$ cat src/utf8_to_utf16_decoder_unit_macros.svh
// assertion helpers for the transcoder
`ifndef UTF8_TO_UTF16_DECODER_UNIT_MACROS_SVH
`define UTF8_TO_UTF16_DECODER_UNIT_MACROS_SVH

// plain property, sampled on clk, off while reset is held
`define UTF8DEC_ASSERT(lbl, prop, msg) \
  lbl: assert property (@(posedge clk) disable iff (!rst_n) prop) else $error(msg);

// overlapping implication
`define UTF8DEC_ASSERT_IMP(lbl, ante, cons, msg) \
  `UTF8DEC_ASSERT(lbl, (ante) |-> (cons), msg)

// next-cycle implication
`define UTF8DEC_ASSERT_NXT(lbl, ante, cons, msg) \
  `UTF8DEC_ASSERT(lbl, (ante) |=> (cons), msg)

`endif

$ cat src/utf8dec_pkg.sv
`default_nettype none

package utf8dec_pkg;

  localparam logic [15:0] REPL_UNIT = 16'hFFFD;
  localparam logic [15:0] HI_SURR   = 16'hD800;
  localparam logic [15:0] LO_SURR   = 16'hDC00;
  localparam logic [20:0] SUPP_BASE = 21'h10000;

  localparam int QUEUE_DEPTH = 4;
  localparam int QPTR_W      = $clog2(QUEUE_DEPTH);
  localparam int QCNT_W      = $clog2(QUEUE_DEPTH + 1);

  // lead byte classes
  localparam logic [2:0] LC_ASCII = 3'd0;
  localparam logic [2:0] LC_TWO   = 3'd1;
  localparam logic [2:0] LC_THREE = 3'd2;
  localparam logic [2:0] LC_FOUR  = 3'd3;
  localparam logic [2:0] LC_STRAY = 3'd4;

  // one run of bytes to decode, lead first
  typedef struct packed {
    logic [3:0][7:0] bytes;
    logic [2:0]      len;
    logic            last;
  } job_t;

  typedef struct packed {
    logic valid;
    job_t job;
  } job_req_t;

  typedef struct packed {
    logic [15:0] code_unit;
    logic        run_last;
    logic        string_end;
    logic        fits_latin1;
    logic [15:0] unit_count;
  } result_t;

  function automatic logic [2:0] lead_class(input logic [7:0] b);
    logic [2:0] c;
    if (b[7] == 1'b0)                c = LC_ASCII;
    else if ((b & 8'hE0) == 8'hC0)   c = LC_TWO;
    else if ((b & 8'hF0) == 8'hE0)   c = LC_THREE;
    else if ((b & 8'hF8) == 8'hF0)   c = LC_FOUR;
    else                             c = LC_STRAY;
    return c;
  endfunction

endpackage

`default_nettype wire

$ cat src/utf8dec_if.sv
`default_nettype none

interface utf8dec_in_if;
  logic       valid;
  logic       ready;
  logic [7:0] data_byte;
  logic       last_byte;

  modport source(output valid, output data_byte, output last_byte, input ready);
  modport sink(input valid, input data_byte, input last_byte, output ready);
endinterface

interface utf8dec_out_if;
  logic        valid;
  logic        ready;
  logic [15:0] code_unit;
  logic        run_last;
  logic        string_end;
  logic        fits_latin1;
  logic [15:0] unit_count;

  modport source(output valid, output code_unit, output run_last, output string_end,
                 output fits_latin1, output unit_count, input ready);
  modport sink(input valid, input code_unit, input run_last, input string_end,
               input fits_latin1, input unit_count, output ready);
endinterface

`default_nettype wire

$ cat src/utf8dec_front.sv
`default_nettype none

module utf8dec_front
  import utf8dec_pkg::*;
(
  input  logic         clk,
  input  logic         rst_n,
  utf8dec_in_if.sink   in_bus,
  input  logic         q_full,
  output job_req_t     push
);

  logic [1:0] need_r, need_nxt;
  logic [1:0] held_r, held_nxt;
  logic [7:0] lead_r, lead_nxt;
  logic [7:0] fol_r   [2];
  logic [7:0] fol_nxt [2];

  logic       accept;
  logic [7:0] b;
  logic       last;
  logic [1:0] need_b;

  assign in_bus.ready = !q_full;
  assign accept       = in_bus.valid && in_bus.ready;
  assign b            = in_bus.data_byte;
  assign last         = in_bus.last_byte;

  always_comb begin
    case (lead_class(b))
      LC_TWO:   need_b = 2'd1;
      LC_THREE: need_b = 2'd2;
      LC_FOUR:  need_b = 2'd3;
      default:  need_b = 2'd0;
    endcase
  end

  always_comb begin
    need_nxt       = need_r;
    held_nxt       = held_r;
    lead_nxt       = lead_r;
    fol_nxt        = fol_r;
    push.valid     = 1'b0;
    // current byte lands at every slot past the buffered ones
    push.job.bytes = {b, b, b, b};
    push.job.len   = 3'd1;
    push.job.last  = last;
    if (accept) begin
      if (need_r == 2'd0) begin
        if (need_b == 2'd0 || last) begin
          push.valid = 1'b1;
        end else begin
          lead_nxt = b;
          need_nxt = need_b;
          held_nxt = 2'd0;
        end
      end else if ((3'({1'b0, held_r}) + 3'd1 >= 3'({1'b0, need_r})) || last) begin
        push.valid        = 1'b1;
        push.job.bytes[0] = lead_r;
        if (held_r != 2'd0) push.job.bytes[1] = fol_r[0];
        if (held_r == 2'd2) push.job.bytes[2] = fol_r[1];
        push.job.len = 3'({1'b0, held_r}) + 3'd2;
        need_nxt     = 2'd0;
        held_nxt     = 2'd0;
      end else begin
        fol_nxt[held_r[0]] = b;
        held_nxt           = held_r + 2'd1;
      end
    end
  end

  always_ff @(posedge clk) begin
    if (!rst_n) begin
      need_r <= 2'd0;
      held_r <= 2'd0;
    end else begin
      need_r <= need_nxt;
      held_r <= held_nxt;
    end
    lead_r <= lead_nxt;
    fol_r  <= fol_nxt;
  end

endmodule

`default_nettype wire

$ cat src/utf8dec_queue.sv
`default_nettype none

module utf8dec_queue
  import utf8dec_pkg::*;
(
  input  logic     clk,
  input  logic     rst_n,
  input  job_req_t push,
  input  logic     pop,
  output logic     q_full,
  output job_req_t head
);

  job_t              mem_r [QUEUE_DEPTH];
  logic [QPTR_W-1:0] wr_ptr_r, rd_ptr_r;
  logic [QCNT_W-1:0] cnt_r;
  logic              do_push, do_pop;

  assign q_full     = (cnt_r == QCNT_W'(QUEUE_DEPTH));
  assign head.valid = (cnt_r != '0);
  assign head.job   = mem_r[rd_ptr_r];
  assign do_push    = push.valid && !q_full;
  assign do_pop     = pop && head.valid;

  always_ff @(posedge clk) begin
    if (!rst_n) begin
      wr_ptr_r <= '0;
      rd_ptr_r <= '0;
      cnt_r    <= '0;
    end else begin
      if (do_push) wr_ptr_r <= wr_ptr_r + QPTR_W'(1);
      if (do_pop)  rd_ptr_r <= rd_ptr_r + QPTR_W'(1);
      case ({do_push, do_pop})
        2'b10:   cnt_r <= cnt_r + QCNT_W'(1);
        2'b01:   cnt_r <= cnt_r - QCNT_W'(1);
        default: cnt_r <= cnt_r;
      endcase
    end
    if (do_push) mem_r[wr_ptr_r] <= push.job;
  end

endmodule

`default_nettype wire

$ cat src/utf8dec_back.sv
`default_nettype none

module utf8dec_back
  import utf8dec_pkg::*;
#(
  parameter int COUNT_WIDTH = 16
)(
  input  logic          clk,
  input  logic          rst_n,
  input  job_req_t      head,
  output logic          pop,
  utf8dec_out_if.source out_bus
);

  logic [1:0]             p_r, p_nxt;
  logic                   half_r, half_nxt;
  logic                   latin_r, latin_nxt;
  logic [COUNT_WIDTH-1:0] cnt_r, cnt_nxt, cnt_inc;
  logic                   ov_r, ov_nxt;
  result_t                res_r, res_nxt;

  logic        fire;
  logic [7:0]  c, b1, b2, b3;
  logic [2:0]  rem, adv, next_pos;
  logic [10:0] cp2;
  logic [15:0] cp3;
  logic [20:0] cp4, v;
  logic [15:0] unit, shown;
  logic        ok, done, end_now, latin_now;
  logic [31:0] cnt_wide;

  assign fire = head.valid && (!ov_r || out_bus.ready);

  assign c   = head.job.bytes[p_r];
  assign b1  = head.job.bytes[p_r + 2'd1];
  assign b2  = head.job.bytes[p_r + 2'd2];
  assign b3  = head.job.bytes[3];
  assign rem = head.job.len - 3'({1'b0, p_r});

  assign cp2 = {c[4:0], b1[5:0]};
  assign cp3 = {c[3:0], b1[5:0], b2[5:0]};
  // four-byte sequences only decode from slot zero
  assign cp4 = {c[2:0], b1[5:0], b2[5:0], b3[5:0]};
  assign v   = cp4 - SUPP_BASE;

  always_comb begin
    unit = REPL_UNIT;
    adv  = 3'd1;
    ok   = 1'b0;
    case (lead_class(c))
      LC_ASCII: begin
        unit = {8'h00, c};
        ok   = 1'b1;
      end
      LC_TWO: begin
        if (rem >= 3'd2) begin
          unit = {5'b0, cp2};
          adv  = 3'd2;
          ok   = (cp2 <= 11'h0FF);
        end
      end
      LC_THREE: begin
        if (rem >= 3'd3) begin
          unit = cp3;
          adv  = 3'd3;
        end
      end
      LC_FOUR: begin
        if (rem >= 3'd4) begin
          if (cp4 >= SUPP_BASE) begin
            // surrogate pair over two beats, high half kept to 16 bits
            if (!half_r) begin
              unit = HI_SURR + 16'(v[20:10]);
              adv  = 3'd0;
            end else begin
              unit = LO_SURR + {6'b0, v[9:0]};
              adv  = 3'd4;
            end
          end else begin
            unit = cp4[15:0];
            adv  = 3'd4;
          end
        end
      end
      default: begin
        unit = REPL_UNIT;
      end
    endcase
  end

  assign next_pos  = 3'({1'b0, p_r}) + adv;
  assign done      = (adv != 3'd0) && (next_pos >= head.job.len);
  assign end_now   = done && head.job.last;
  assign latin_now = latin_r && ok;
  assign cnt_inc   = (cnt_r == {COUNT_WIDTH{1'b1}}) ? cnt_r : cnt_r + COUNT_WIDTH'(1);
  assign cnt_wide  = 32'(cnt_inc);
  assign shown     = (cnt_wide > 32'h0000_FFFF) ? 16'hFFFF : cnt_wide[15:0];
  assign pop       = fire && done;

  always_comb begin
    p_nxt     = p_r;
    half_nxt  = half_r;
    latin_nxt = latin_r;
    cnt_nxt   = cnt_r;
    ov_nxt    = ov_r;
    res_nxt   = res_r;
    if (fire) begin
      ov_nxt              = 1'b1;
      res_nxt.code_unit   = unit;
      res_nxt.run_last    = done;
      res_nxt.string_end  = end_now;
      res_nxt.fits_latin1 = end_now && latin_now;
      res_nxt.unit_count  = end_now ? shown : 16'h0000;
      p_nxt               = done ? 2'd0 : next_pos[1:0];
      half_nxt            = (adv == 3'd0);
      latin_nxt           = end_now ? 1'b1 : latin_now;
      cnt_nxt             = end_now ? '0 : cnt_inc;
    end else if (out_bus.ready) begin
      ov_nxt = 1'b0;
    end
  end

  always_ff @(posedge clk) begin
    if (!rst_n) begin
      p_r     <= 2'd0;
      half_r  <= 1'b0;
      latin_r <= 1'b1;
      cnt_r   <= '0;
      ov_r    <= 1'b0;
    end else begin
      p_r     <= p_nxt;
      half_r  <= half_nxt;
      latin_r <= latin_nxt;
      cnt_r   <= cnt_nxt;
      ov_r    <= ov_nxt;
    end
    res_r <= res_nxt;
  end

  assign out_bus.valid       = ov_r;
  assign out_bus.code_unit   = res_r.code_unit;
  assign out_bus.run_last    = res_r.run_last;
  assign out_bus.string_end  = res_r.string_end;
  assign out_bus.fits_latin1 = res_r.fits_latin1;
  assign out_bus.unit_count  = res_r.unit_count;

endmodule

`default_nettype wire

$ cat src/utf8_to_utf16_decoder_unit.sv
// channel | dir | payload                                                   | handshake
// in_bus  | in  | data_byte[7:0], last_byte                                 | valid/ready
// out_bus | out | code_unit[15:0], run_last, string_end, fits_latin1,       | valid/ready
//         |     | unit_count[15:0]                                          |
//
// one byte taken per cycle while the four-entry job queue has room
// decoder emits one code unit per cycle while out_bus is not stalled; a byte run yields 1 to 3 units
// (surrogate pair: 2, string ending inside a sequence: up to 3)
// a run's first result passes through the job queue and then the output register
// reset: synchronous, active low, clears the queue, sequence and string state
// an out stall holds the output register, then the decoder, then the queue
`default_nettype none

`include "utf8_to_utf16_decoder_unit_macros.svh"

module utf8_to_utf16_decoder_unit
  import utf8dec_pkg::*;
#(
  parameter int COUNT_WIDTH = 16
)(
  input  logic          clk,
  input  logic          rst_n,
  utf8dec_in_if.sink    in_bus,
  utf8dec_out_if.source out_bus
);

  job_req_t push;
  job_req_t head;
  logic     q_full;
  logic     pop;

  utf8dec_front u_front (
    .clk    (clk),
    .rst_n  (rst_n),
    .in_bus (in_bus),
    .q_full (q_full),
    .push   (push)
  );

  utf8dec_queue u_queue (
    .clk    (clk),
    .rst_n  (rst_n),
    .push   (push),
    .pop    (pop),
    .q_full (q_full),
    .head   (head)
  );

  utf8dec_back #(
    .COUNT_WIDTH (COUNT_WIDTH)
  ) u_back (
    .clk     (clk),
    .rst_n   (rst_n),
    .head    (head),
    .pop     (pop),
    .out_bus (out_bus)
  );

  `UTF8DEC_ASSERT_NXT(a_push_fills, push.valid && !q_full && !pop, head.valid, "queue lost a job")
  `UTF8DEC_ASSERT_IMP(a_end_count, out_bus.valid && out_bus.string_end, out_bus.unit_count != 16'd0, "string end with zero count")
  `UTF8DEC_ASSERT_IMP(a_mid_quiet, out_bus.valid && !out_bus.string_end, out_bus.unit_count == 16'd0 && !out_bus.fits_latin1, "status set before string end")

endmodule

`default_nettype wire

$ cat src/flat_wrapper.sv
// flat-port wrapper written by rule: the top's interface ports become plain ports
module utf8_to_utf16_decoder_unit_flat import utf8dec_pkg::*;
#(
  parameter int COUNT_WIDTH = 16
)
  (clk, rst_n, in_bus_valid, in_bus_data_byte, in_bus_last_byte, in_bus_ready, out_bus_valid, out_bus_code_unit, out_bus_run_last, out_bus_string_end, out_bus_fits_latin1, out_bus_unit_count, out_bus_ready);
  utf8dec_in_if in_bus_i ();
  utf8dec_out_if out_bus_i ();
  input  logic clk;
  input  logic rst_n;
  input wire logic [$bits(in_bus_i.valid)-1:0] in_bus_valid;
  input wire logic [$bits(in_bus_i.data_byte)-1:0] in_bus_data_byte;
  input wire logic [$bits(in_bus_i.last_byte)-1:0] in_bus_last_byte;
  output wire logic [$bits(in_bus_i.ready)-1:0] in_bus_ready;
  output wire logic [$bits(out_bus_i.valid)-1:0] out_bus_valid;
  output wire logic [$bits(out_bus_i.code_unit)-1:0] out_bus_code_unit;
  output wire logic [$bits(out_bus_i.run_last)-1:0] out_bus_run_last;
  output wire logic [$bits(out_bus_i.string_end)-1:0] out_bus_string_end;
  output wire logic [$bits(out_bus_i.fits_latin1)-1:0] out_bus_fits_latin1;
  output wire logic [$bits(out_bus_i.unit_count)-1:0] out_bus_unit_count;
  input wire logic [$bits(out_bus_i.ready)-1:0] out_bus_ready;
  assign in_bus_i.valid = in_bus_valid;
  assign in_bus_i.data_byte = in_bus_data_byte;
  assign in_bus_i.last_byte = in_bus_last_byte;
  assign in_bus_ready = in_bus_i.ready;
  assign out_bus_valid = out_bus_i.valid;
  assign out_bus_code_unit = out_bus_i.code_unit;
  assign out_bus_run_last = out_bus_i.run_last;
  assign out_bus_string_end = out_bus_i.string_end;
  assign out_bus_fits_latin1 = out_bus_i.fits_latin1;
  assign out_bus_unit_count = out_bus_i.unit_count;
  assign out_bus_i.ready = out_bus_ready;
  utf8_to_utf16_decoder_unit #(.COUNT_WIDTH(COUNT_WIDTH)) u_core (.clk(clk), .rst_n(rst_n), .in_bus(in_bus_i), .out_bus(out_bus_i));
endmodule
$ cat config.mk
export PLATFORM = sky130hd
export DESIGN_NAME = utf8_to_utf16_decoder_unit_flat
export DESIGN_NICKNAME = d
export VERILOG_FILES = /design/src/utf8dec_pkg.sv /design/src/utf8dec_if.sv /design/src/utf8dec_front.sv /design/src/utf8dec_queue.sv /design/src/utf8dec_back.sv /design/src/utf8_to_utf16_decoder_unit.sv /design/src/flat_wrapper.sv
export VERILOG_INCLUDE_DIRS = /design/src /design/src/src
export SDC_FILE = /design/constraint.sdc
export NUM_CORES = 1
export LEC_CHECK = 0
export BUFFER_PORTS_ARGS = -buffer_cell sky130_fd_sc_hd__buf_2
export CORE_ASPECT_RATIO = 1.5
export CORE_UTILIZATION = 35
export DETAILED_ROUTE_END_ITERATION = 8
export RECOVER_POWER = 100
export SLEW_MARGIN = 15
export SYNTH_ARGS = -nofsm -noshare
export SYNTH_HDL_FRONTEND = slang
export SYNTH_HIERARCHICAL = 1
export SYNTH_SLANG_ARGS = --single-unit
$ cat constraint.sdc
create_clock -name clk -period 9.77 [get_ports clk]
set_clock_uncertainty 0.15 [all_clocks]
set_input_delay 0.977 -clock clk [delete_from_list [all_inputs] [get_ports clk]]
set_output_delay 0.977 -clock clk [all_outputs]
set_load 0.03 [all_outputs]
[Yosys cells after proc, flatten, opt, wreduce, memory -nomap -nowiden]
Memories as Yosys holds them, arrays and structs flattened. A register that Yosys moved wholly into a read port is not among the register bits.
Index checks and enable logic that the tools add are counted.
Word-level totals
  register bits after elaboration: 91
  latch bits: 0
  memory bits (writable): 144
  ROM bits: 0
  logic and storage cells: 157
  memories kept: 1
Operators by class
  add/sub/neg operators: 15
  multiply operators: 0
  div/mod/pow operators: 0
  order comparisons: 13
  equal/unequal tests: 18
  shifts and indexed selects: 0
  mux-type cells: 59
  bitwise operators: 4
  reductions and logical operators: 29
Memories
  u_core.u_queue.mem_r: depth 4, bits a word 36, rd ports 1, clocked after Yosys merged registers in 1, wr ports 1, line utf8dec_queue.sv:14  | job_t mem_r [QUEUE_DEPTH];
Operators by type and width (count)
  $mux W16: 8
  $mux W27: 3
  $pmux W16 S4: 1
  $bmux W8 S2: 3
  $mux W3: 11
  $mux W8: 4
  $mux W2: 11
  $ge A21 B17 Y1 const B: 1
  $sub A21 B17 Y21 const B: 1
  $add A15 B11 Y16 const A: 1
  $add A15 B12 Y16 const A: 1
  $add A16 B1 Y16 const B: 1
  $bwmux W16: 1
  $eq A16 B16 Y1 const B: 1
  $gt A16 B16 Y1 const B: 1
  $eq A3 B2 Y1 const B: 4
  $mux W6: 2
  $le A11 B8 Y1 const B: 1
  $eq A5 B5 Y1 const B: 2
  $logic_and A1 B1 Y1: 10
  $mux W1: 10
  $eq A3 B3 Y1 const B: 3
  $lt A2 B3 Y1 const B: 3
  $pmux W3 S3: 1
  33 further kinds: 53

[Logic depth before layout (Yosys ltp)]
Gate-level depths: netlist of run 1.
  depth after elaboration: 16
  mapped depth: 25
  gate-level depth less buffers: 23

[Modules after synthesis]
The synthesis of run 1 kept the hierarchy.
By module, submodules not included
  utf8dec_queue: instances 1, cells an instance 240, area each 5746.8 um^2, seq. area each 4504.3 um^2
  utf8dec_back: instances 1, cells an instance 400, area each 3935.0 um^2, seq. area each 1471.4 um^2
  utf8dec_front: instances 1, cells an instance 111, area each 1511.4 um^2, seq. area each 800.8 um^2

[Worst setup path after synthesis of run 1]
Ideal clock, no wire load.
  path kind: register to register
  start point: reg with a tool-made name
  end point: reg u_core.u_queue.cnt_r[2]
  library setup time: 0.076 ns
  data arrival time: 5.358 ns
  path slack: 4.186 ns
  stages on the path, launching flop included: 23
  clock period less this slack: 5.584 ns
  cells stage by stage: dfxtp_1 buf_6 buf_12 mux4_2 mux4_2 inv_1 ha_1 or3b_2 a2111oi_4 nand4_1 a21oi_4 nor2_1 xor2_1 ha_1 a21o_1 and3_1 o31a_1 ha_1 inv_1 fa_1 xor2_1 or3_1 a21boi_0
RTL lines
  end signal, assigned: line utf8dec_queue.sv:34  | 2'b10: cnt_r <= cnt_r + QCNT_W'(1);
  end signal, assigned: line utf8dec_queue.sv:35  | 2'b01: cnt_r <= cnt_r - QCNT_W'(1);
  end signal, assigned: line utf8dec_queue.sv:36  | default: cnt_r <= cnt_r;
  end, declared: line utf8dec_queue.sv:16  | logic [QCNT_W-1:0] cnt_r;

==> results.yml, run 1 <==
run:
  cap_violations: 8
die:
  fp-row-count: 79
  core_um2: 31200
  die_h_um: 221
  die_w_um: 148
  die-area_um2: 32700
  io-pin-count: 50
  initial_core_util_pct: 35.8
drt:
  wirelength_um: 22700
  wl_per_cell_um: 18.7
  drtAntennaViolNets: 0
  firstDrtPassIters: 5
  via_per_inst: 5.28
  num_vias: 6405
  drtIter0Drc: 397
  route.detailed.drc: 0
clock_network:
  cts_root_buffer: "clkbuf_16"
  post_cts_resized: 0
  cts_inserted_buffers: 22
  cts_hold_buf: 0
  clockBufferDepth: 3
  post-cts-setup-buffer-count: 0
  clk_latency_ns: 0.51
  clkSinkCount: 237
  cts_tree: "done"
  clk_pin_slew_ns: 0.07
  htreeDepth: 1
synthesis:
  synth_nets: 786
  synth_cells: 751
  synthFlopType: "edfxtp_1"
  yosysWarnings: 6
  synth-edff-count: 203
  postSynth.asyncResetShare_pct: 0
  synth_cell_type_count: 76
  ys_seq_elements: 237
  yosysSeqAreaShare_pct: 60.5
  syn_area_per_cell_um2: 14.9
  syn_area_um2: 11200
timing:
  holdWs_ns: 0.335
  worstMarginPinSlew_ns: 2.87
  fin_setup_tns_ns: 0
  fmax_mhz: 134
  setup_viol: 0
  slew_headroom_pct: -91.6
  fin_crit_sh_pct: 76.5
  fin_ws_ns: 2.30
  fin_crit_ns: 7.47
  finalHoldViolations: 0
  rsz0062_at_grt: "false"
  drv_slew: 245
global_route:
  gr-total-overflow: 0
  antenna_found_initial: 0
  grt_max_degree: 42
  grt_pass1_wl_um: 36300
  grt_pass1_vias: 6543
  grt.total_usage_pct: 14.1
cells_and_area:
  final_area_um2: 12300
  antenna_cells: 0
  layout_common_cells: "edfxtp_1 (203), clkbuf_1 (52), mux4_2 (50), nand2_1 (49), o21ai_0 (39)"
  areaGrowthSynthToFinish_pct: 10.3
  drive_above_1_share_pct: 13.1
  final_nets: 829
  fillers: 2921
  final_cell_count_no_fill: 1214
  finalCoreUtilization_pct: 39.5
  mostFrequentLayoutCell: "edfxtp_1"
hold_path:
  worstHoldPathCells: 2
  holdCritStartpoint: "u_core/u_back/cnt_r[10]"
  whs_endpoint: "u_core/u_back/cnt_r[10]"
  min_path_type: "reg2reg"
power:
  power_density_nw_per_um2: 278
  leakage_nw: 3.94
  vdd_drop_max_v: 0.000119
  total_power_mw: 3.43
critical_path:
  worstSetupPathType: "reg2reg"
  r2r_end: "u_core/u_queue/cnt_r[2]"
  r2r_cells: 21
  cp-end-kind: "flip-flop"
  worstPathArrival_ns: 7.77
  worstSetupStartpointType: "flip-flop"
  path_max_fanout: 19
  worstPathRequired_ns: 10.06
  reg2reg_slack_ns: 2.30
place:
  gp_congestion: 0.866
  dpl.hpwl_um: 15200
  io_buffer_count: 49
  placed_cells: 1175
  placed_cell_area_um2: 11700
  place_ws_ns: 2.88
status:
  violations: "max-capacitance violations, max-slew violations"
  status: "finished with violations"
synthesized netlist by cell type (5+ instances only):
| cell type | n | area share (%) |
|---|---|---|
| edfxtp_1 | 203 | 54 |
| mux4_2 | 50 | 10 |
| nand2_1 | 48 | 1.6 |
| nor2_1 | 37 | 1.2 |
| dfxtp_1 | 34 | 6.1 |
| o21ai_0 | 34 | 1.5 |
| inv_1 | 28 | 0.94 |
| nand3_1 | 25 | 1.1 |
| mux2_2 | 24 | 2.4 |
| a21oi_1 | 20 | 0.89 |
| ha_1 | 18 | 2.0 |
| and2_1 | 17 | 0.95 |
| nand4_1 | 11 | 0.61 |
| xnor2_1 | 10 | 0.78 |
| buf_2 | 9 | 0.40 |
| buf_4 | 9 | 0.60 |
| clkbuf_1 | 9 | 0.30 |
| mux2i_1 | 9 | 0.80 |
| xor2_1 | 9 | 0.70 |
| and3_1 | 8 | 0.45 |
| a31oi_1 | 7 | 0.39 |
| o2111ai_1 | 7 | 0.55 |
| buf_6 | 6 | 0.60 |
| mux4_1 | 6 | 1.4 |
| nor3_1 | 6 | 0.27 |
| o21ai_1 | 6 | 0.27 |
| o22ai_1 | 6 | 0.34 |
| or3_1 | 6 | 0.34 |
| a22oi_1 | 5 | 0.34 |
| nor2b_1 | 5 | 0.28 |
kinds of logic after synthesis:
family | share of synthesized area [%]
DFF | 60.5
and+or+nand+nor | 9.05
buffers and inverters | 3.57
adders and majority gates | 2.73
xor gates and xnor gates | 1.49
muxes | 15.0
AOI/OAI and AO/OA | 7.64
area by class of cell:
cell class,instances,area [um2],share of cell area [%]
flip-flops and latches,237,6780,54.9
multi-input cells,445,3930,31.8
repair buffers,58,236,1.92
clock buffers,24,579,4.69
clock inverters,15,206,1.67
inverters,30,113,0.912
well taps,405,507,4.11
worst max path at each step:
| stage | from | depth (start not counted) | end |
|---|---|---|---|
| floorplan | flip-flop | 22 | u_core/u_queue/cnt_r[2] |
| global placement | flip-flop | 21 | u_core/u_queue/cnt_r[2] |
| detailed placement | flip-flop | 21 | u_core/u_queue/cnt_r[2] |
| CTS | flip-flop | 21 | u_core/u_queue/cnt_r[2] |
| global route | flip-flop | 21 | u_core/u_queue/cnt_r[2] |
| finish | flip-flop | 21 | u_core/u_queue/cnt_r[2] |
sequential cells by signal, indices dropped and copies added, names as in the netlist, 3 cells and up, named ones only:
signal                            count
u_core/u_front/lead_r                 8
u_core/u_back/cnt_r                  16
u_core/u_back/out_bus.unit_count     16
u_core/u_front/fol_r                 16
u_core/u_queue/mem_r                144
u_core/u_back/out_bus.code_unit      16
u_core/u_queue/cnt_r                  3
critical path: stages (launching register included):
cell       delay, ns
dfxtp_1         1.13
buf_4           0.51
mux4_1          0.69
mux4_2          0.58
inv_1           0.12
ha_1            0.14
or3b_2          0.43
a2111oi_0       0.53
nand4_1         0.29
a21oi_4         0.41
nor2_1          0.14
xor2_1          0.17
ha_1            0.28
a21o_1          0.14
and3_1          0.23
o31a_1          0.20
ha_1            0.19
inv_1           0.06
fa_1            0.37
xor2_1          0.15
or3_1           0.29
a21boi_0        0.16
where the power goes:
part	switching [mW]	internal, mW
registers	0.0538	1.31
clock network	0.367	0.561
logic	0.768	0.365
total	1.19	2.24
routing by layer:
metal / global-route usage, % / vias up / part of all wire [%]
met5: 0 / - / 0
met4: 5.85 / 0 / 3.0
met3: 1.92 / 50 / 3.7
li1: - / 3010 / -
met2: 26.2 / 161 / 53
met1: 16.0 / 3184 / 40
(Power assumes the default switching activity.)
==> run 2, diff against run 1 <==
--- a/config.mk
+++ b/config.mk
@@ -6,6 +6,7 @@
 export SDC_FILE = /design/constraint.sdc
 export NUM_CORES = 1
 export LEC_CHECK = 0
+export ABC_AREA = 1
 export BUFFER_PORTS_ARGS = -buffer_cell sky130_fd_sc_hd__buf_2
 export CORE_ASPECT_RATIO = 1.5
 export CORE_UTILIZATION = 35
==> constraint.sdc (replaced) <==
create_clock -name clk -period 6.45 [get_ports clk]
set_clock_uncertainty 0.15 [all_clocks]
set_input_delay 0.645 -clock clk [delete_from_list [all_inputs] [get_ports clk]]
set_output_delay 0.645 -clock clk [all_outputs]
set_load 0.03 [all_outputs]
==> run 2 against run 1 <==
Net effect:
- the flow finishes with violations (design-rule violations, max-capacitance violations, max-slew violations)
- worst hold slack worse by 0.071 ns
- non-clock buffer count up 8
- global-route usage up 2.0 points
- worst setup slack worse by 1.6 ns
- power up 85%
- sequential cell count unchanged
- area after synthesis up 5.4%
- critical path type unchanged
- largest cell class unchanged
==> results.yml, run 2 <==
synthesis:
  postSynth.asyncResetShare_pct: 0
  syn_area_per_cell_um2: 9.92
  yosysTopAreaCellShare_pct: 51.7
  yosysWarnings: 6
  synth_area_leader_cell: "edfxtp_1"
  synth_nets: 1225
  synth.area.top_cells: "edfxtp_1 (52%), nand2_1 (7.3%), dfxtp_1 (5.8%)"
  synthFlopType: "edfxtp_1"
  synthTopCellsByCount: "nand2_1 (231), edfxtp_1 (203), nor2_1 (142), inv_1 (93), o21ai_1 (67)"
  synth_most_common_cell: "nand2_1"
  yosysSeqAreaShare_pct: 57.4
  ys_seq_elements: 237
  synth_cell_type_count: 50
  synth-edff-count: 203
  syn_area_um2: 11800
  synth_cells: 1190
critical_path:
  cp-end-kind: "flip-flop"
  crit_path_frequent_cell: "nand2_1"
  worstPathArrival_ns: 6.05
  path_max_fanout: 41
  r2r_cells: 31
  reg2reg_slack_ns: 0.66
  worstPathRequired_ns: 6.71
  worstSetupPathType: "reg2reg"
  r2r_end: "u_core/u_queue/cnt_r[2]"
  slowest_delay_ns: 0.41
  cpMaxStageDelayCell: "buf_4"
  worstSetupStartpointType: "flip-flop"
hold_path:
  worstHoldPathCells: 4
  whs_endpoint: "u_core/u_back/out_bus.valid"
  min_path_type: "in2reg"
  holdCritStartpoint: "out_bus_ready"
drt:
  firstDrtPassIters: 9
  drtIter0Drc: 362
  wl_per_cell_um: 16.7
  drtAntennaViolNets: 0
  via_per_inst: 5.03
  wirelength_um: 27700
  route.detailed.drc: 14
  num_vias: 8337
die:
  die_h_um: 227
  initial_core_util_pct: 35.4
  io-pin-count: 50
  die_w_um: 152
  core_um2: 33300
  die-area_um2: 34500
  fp-row-count: 82
timing:
  fin_ws_ns: 0.663
  fmax_mhz: 173
  setup_viol: 0
  worstMarginPinSlew_ns: 2.45
  slew_headroom_pct: -63.4
  finalHoldViolations: 0
  fin_crit_ns: 5.79
  fin_crit_sh_pct: 89.7
  drv_slew: 219
  fin_setup_tns_ns: 0
  rsz0062_at_grt: "false"
power:
  vdd_drop_max_v: 0.000315
  total_power_mw: 6.36
  power_density_nw_per_um2: 497
  leakage_nw: 4.76
global_route:
  grt_pass1_wl_um: 43800
  gr-total-overflow: 0
  grt_pass1_vias: 8110
  grt_max_degree: 73
  grt.total_usage_pct: 16.2
  antenna_found_initial: 0
place:
  place_ws_ns: 0.641
  placed_cell_area_um2: 12300
  io_buffer_count: 49
  dpl.hpwl_um: 19200
  gp_congestion: 0.922
cells_and_area:
  areaGrowthSynthToFinish_pct: 8.44
  regMostFlops: "u_core/u_queue/mem_r"
  mostFrequentLayoutCell: "nand2_1"
  final_nets: 1258
  layout_common_cells: "nand2_1 (249), edfxtp_1 (203), nor2_1 (146), inv_1 (94), o21ai_1 (64)"
  fillers: 3281
  final_area_um2: 12800
  antenna_cells: 0
  drive_above_1_share_pct: 10.1
  largest_register_ffs: 144
clock_network:
  htreeDepth: 1
  clockBufferDepth: 3
  clk_latency_ns: 0.52
  cts_tree: "done"
  post-cts-setup-buffer-count: 0
  post_cts_resized: 0
  cts_inserted_buffers: 23
  clkSinkCount: 237
  cts_root_buffer: "clkbuf_16"
  cts_hold_buf: 0
  clk_pin_slew_ns: 0.07
run:
  cap_violations: 6
status:
  violations: "design-rule violations, max-capacitance violations, max-slew violations"
  status: "finished with violations"
run 2: kinds of logic after synthesis:
group,share of synthesized area (%)
adder cells (fa/ha/maj),2.59
buffers and inverters,7.47
flip-flops,57.4
AO/OA/AOI/OAI,11.2
AND/OR/NAND/NOR,20.1
XOR/XNOR,0.965
multiplexers,0.276
run 2: per-stage QoR:
step	hold slack (ns)	instances	utilization (%)
floorplan	0.291	1190	-
global placement	0.306	1618	36.8
detailed placement	0.333	1618	36.8
CTS	0.185	1659	39.0
global route	0.276	1659	38.4
finish	0.264	1659	38.4
run 2: critical path, delay by kind of cell, from the launching register on:
kind | cells | cell delay, ns
AOI/OAI and AO/OA | 5 | 0.84
xor gates and xnor gates | 1 | 0.14
adders and majority gates | 5 | 1.43
buffers and inverters | 7 | 1.38
DFF | 1 | 0.36
and+or+nand+nor | 13 | 1.32
run 2: final cells by class:
type	count	area (um2)	share of cell area [%]
Clock buffer	29	598	4.67
Clock inverter	12	143	1.11
Inverter	108	415	3.25
Multi-Input combinational cell	787	4040	31.5
Sequential cell	237	6780	53.0
Tap cell	420	526	4.11
Timing Repair Buffer	66	303	2.37
run 2: per-layer routing:
layer / up-vias / GRT usage (%) / wire length [um]
li1: 4111 / - / -
met1: 3961 / 17.6 / 10800
met2: 203 / 31.5 / 14900
met3: 62 / 1.85 / 1020
met4: 0 / 7.18 / 979
met5: - / 0 / 0
run 2: how the worst max path moves through the flow:
stage	start	to	slack, ns	cells after the start
floorplan	flip-flop	u_core/u_queue/cnt_r[2]	1.34	32
global placement	flip-flop	u_core/u_queue/cnt_r[2]	0.73	30
detailed placement	flip-flop	u_core/u_queue/cnt_r[2]	0.64	31
CTS	flip-flop	u_core/u_queue/cnt_r[2]	0.63	31
global route	flip-flop	u_core/u_queue/cnt_r[2]	0.11	37
finish	flip-flop	u_core/u_queue/cnt_r[2]	0.66	31
run 2: power by group:
| part | switching (mW) | internal, mW | leakage, nW |
|---|---|---|---|
| clock | 0.555 | 0.779 | 0.350 |
| sequential | 0.0745 | 2.05 | 2.15 |
| combinational | 2.17 | 0.727 | 2.25 |
| total | 2.80 | 3.56 | 4.76 |
==> run 3, diff against run 2 <==
--- a/config.mk
+++ b/config.mk
@@ -10,8 +10,8 @@
 export BUFFER_PORTS_ARGS = -buffer_cell sky130_fd_sc_hd__buf_2
 export CORE_ASPECT_RATIO = 1.5
 export CORE_UTILIZATION = 35
+export CTS_BUF_LIST = sky130_fd_sc_hd__clkbuf_4 sky130_fd_sc_hd__clkbuf_8 sky130_fd_sc_hd__clkbuf_16
 export DETAILED_ROUTE_END_ITERATION = 8
-export RECOVER_POWER = 100
 export SLEW_MARGIN = 15
 export SYNTH_ARGS = -nofsm -noshare
 export SYNTH_HDL_FRONTEND = slang
==> run 3 against run 2 <==
Net effect:
- count of clock-buffer cells in the layout is the same
- combinational power increased by 4%
- worst hold slack lost 0.056 ns
- the run ends with design-rule violations left
- final cell count did not move
- critical endpoint unchanged
- maximum frequency down 0.84%
- final area increased by 1.9%
- largest power group unchanged
- global-route usage about the same
- via count fell by 0.37%
- sequential power hardly changed
- sequential cell count stayed put
==> results.yml, run 3 (synthesized netlist as in run 2, its figures left out) <==
status:
  status: "finished with violations"
  violations: "design-rule violations"
critical_path:
  worstSetupPathType: "reg2reg"
  slowest_delay_ns: 0.41
  worstPathArrival_ns: 6.10
  cp-end-kind: "flip-flop"
  path_max_fanout: 41
  worstSetupStartpointType: "flip-flop"
  cpMaxStageDelayCell: "inv_1"
  worstPathRequired_ns: 6.71
  crit_path_frequent_cell: "nand2_1"
timing:
  fin_crit_sh_pct: 90.5
  rsz0062_at_grt: "false"
  holdWs_ns: 0.209
  setup_viol: 0
  fin_setup_tns_ns: 0
  finalHoldViolations: 0
  slew_headroom_pct: 34.2
  fmax_mhz: 171
  drv_slew: 0
  worstMarginPinSlew_ns: 0.984
  fin_crit_ns: 5.84
die:
  fp-row-count: 82
  die_h_um: 227
  die_w_um: 152
  initial_core_util_pct: 35.4
  die-area_um2: 34500
  core_um2: 33300
  io-pin-count: 50
power:
  power_density_nw_per_um2: 496
  p_switching_mw: 2.84
  leakage_nw: 4.96
  vdd_drop_max_v: 0.000345
  switching_share_pct: 43.8
  pwr-share-seq_pct: 32.6
  p_int_mw: 3.64
  p_clk_share_pct: 21.0
  combPwrFrac_pct: 46.4
hold_path:
  min_path_type: "in2reg"
global_route:
  grt_pass1_vias: 8108
  grt.total_usage_pct: 16.2
  antenna_found_initial: 0
  grt_pass1_wl_um: 43800
  grt_max_degree: 73
  gr-total-overflow: 0
clock_network:
  cts_inserted_buffers: 23
  clk_latency_ns: 0.52
  htreeDepth: 1
  post_cts_resized: 0
  cts_hold_buf: 0
  cts_tree: "done"
  cts_root_buffer: "clkbuf_16"
  clk_pin_slew_ns: 0.07
  clockBufferDepth: 3
  post-cts-setup-buffer-count: 0
  clkSinkCount: 237
cells_and_area:
  regMostFlops: "u_core/u_queue/mem_r"
  antenna_cells: 0
  finalCoreUtilization_pct: 39.1
  largest_register_ffs: 144
  fillers: 3243
  final_nets: 1258
  layout_common_cells: "nand2_1 (231), edfxtp_1 (203), nor2_1 (138), inv_1 (93), o21ai_1 (67)"
  drive_above_1_share_pct: 17.8
  areaGrowthSynthToFinish_pct: 10.5
  mostFrequentLayoutCell: "nand2_1"
drt:
  via_per_inst: 5.01
  wirelength_um: 27500
  route.detailed.drc: 14
  wl_per_cell_um: 16.6
  drtIter0Drc: 406
  firstDrtPassIters: 7
  drtAntennaViolNets: 0
  num_vias: 8306
place:
  gp_congestion: 0.922
  io_buffer_count: 49
  dpl.hpwl_um: 19200
run:
  cap_violations: 0
==> run 3: changes by cell type in the layout (fill, tap and decap cells not counted), sizes merged <==
cell    delta
buf       +52
clkbuf    -52
==> run 3: worst max-delay path, delay by kind of cell, from the launching register on <==
kind                       cells  cell delay, ns
adders and majority gates      5            1.43
and+or+nand+nor               13            1.34
DFF                            1            0.36
xor gates and xnor gates       1            0.14
buffers and inverters          7            1.37
AOI/OAI and AO/OA              5            0.90
==> run 3: metrics by stage <==
stage | area (um2) | setup WS (ns) | total power [mW] | std cells
after detailed placement | 12300 | 0.641 | 5.16 | 1618
after CTS | 13000 | 0.628 | 6.53 | 1659
final | 13000 | 0.615 | 6.47 | 1659
after floorplan | 11800 | 1.34 | 4.47 | 1190
after global routing | 13000 | 0.0471 | 6.89 | 1659
after global placement | 12300 | 0.726 | 5.14 | 1618
==> run 3: layer usage <==
| layer | vias to the layer above | wire length (um) | track usage [%] |
|---|---|---|---|
| li1 | 4110 | - | - |
| met1 | 3954 | 10800 | 17.6 |
| met2 | 182 | 14800 | 31.4 |
| met3 | 60 | 892 | 1.85 |
| met4 | 0 | 1020 | 7.18 |
| met5 | - | 0 | 0 |
==> run 3: cell type report <==
type                    count  area [um2]  area share [%]
clock buffers              29         621            4.76
flip-flops and latches    237        6780            52.0
multi-input cells         787        4170            32.0
inverters                 108         415            3.19
repair buffers             66         385            2.96
clock inverters            12         143            1.09
well taps                 420         526            4.03
==> run 3: worst paths after layout <==
check        slack (ns)  cells past startpoint                    endpoint                     start
min                0.21                      1  u_core/u_queue/mem_r[1][0]          in_bus_last_byte
max reg2reg        0.61                     31     u_core/u_queue/cnt_r[2]                 flip-flop
max                0.61                     31     u_core/u_queue/cnt_r[2]                 flip-flop
min reg2reg        0.34                      2    u_core/u_front/need_r[0]  u_core/u_front/need_r[0]
==> run 3: power by group through the flow <==
stage,registers (mW),clock network (mW),logic (mW)
after floorplan,2.39,0,2.08
after global placement,2.15,0,3.00
after detailed placement,2.15,0,3.01
after CTS,2.12,1.39,3.02
after global routing,2.14,1.45,3.30
final,2.11,1.36,3.00
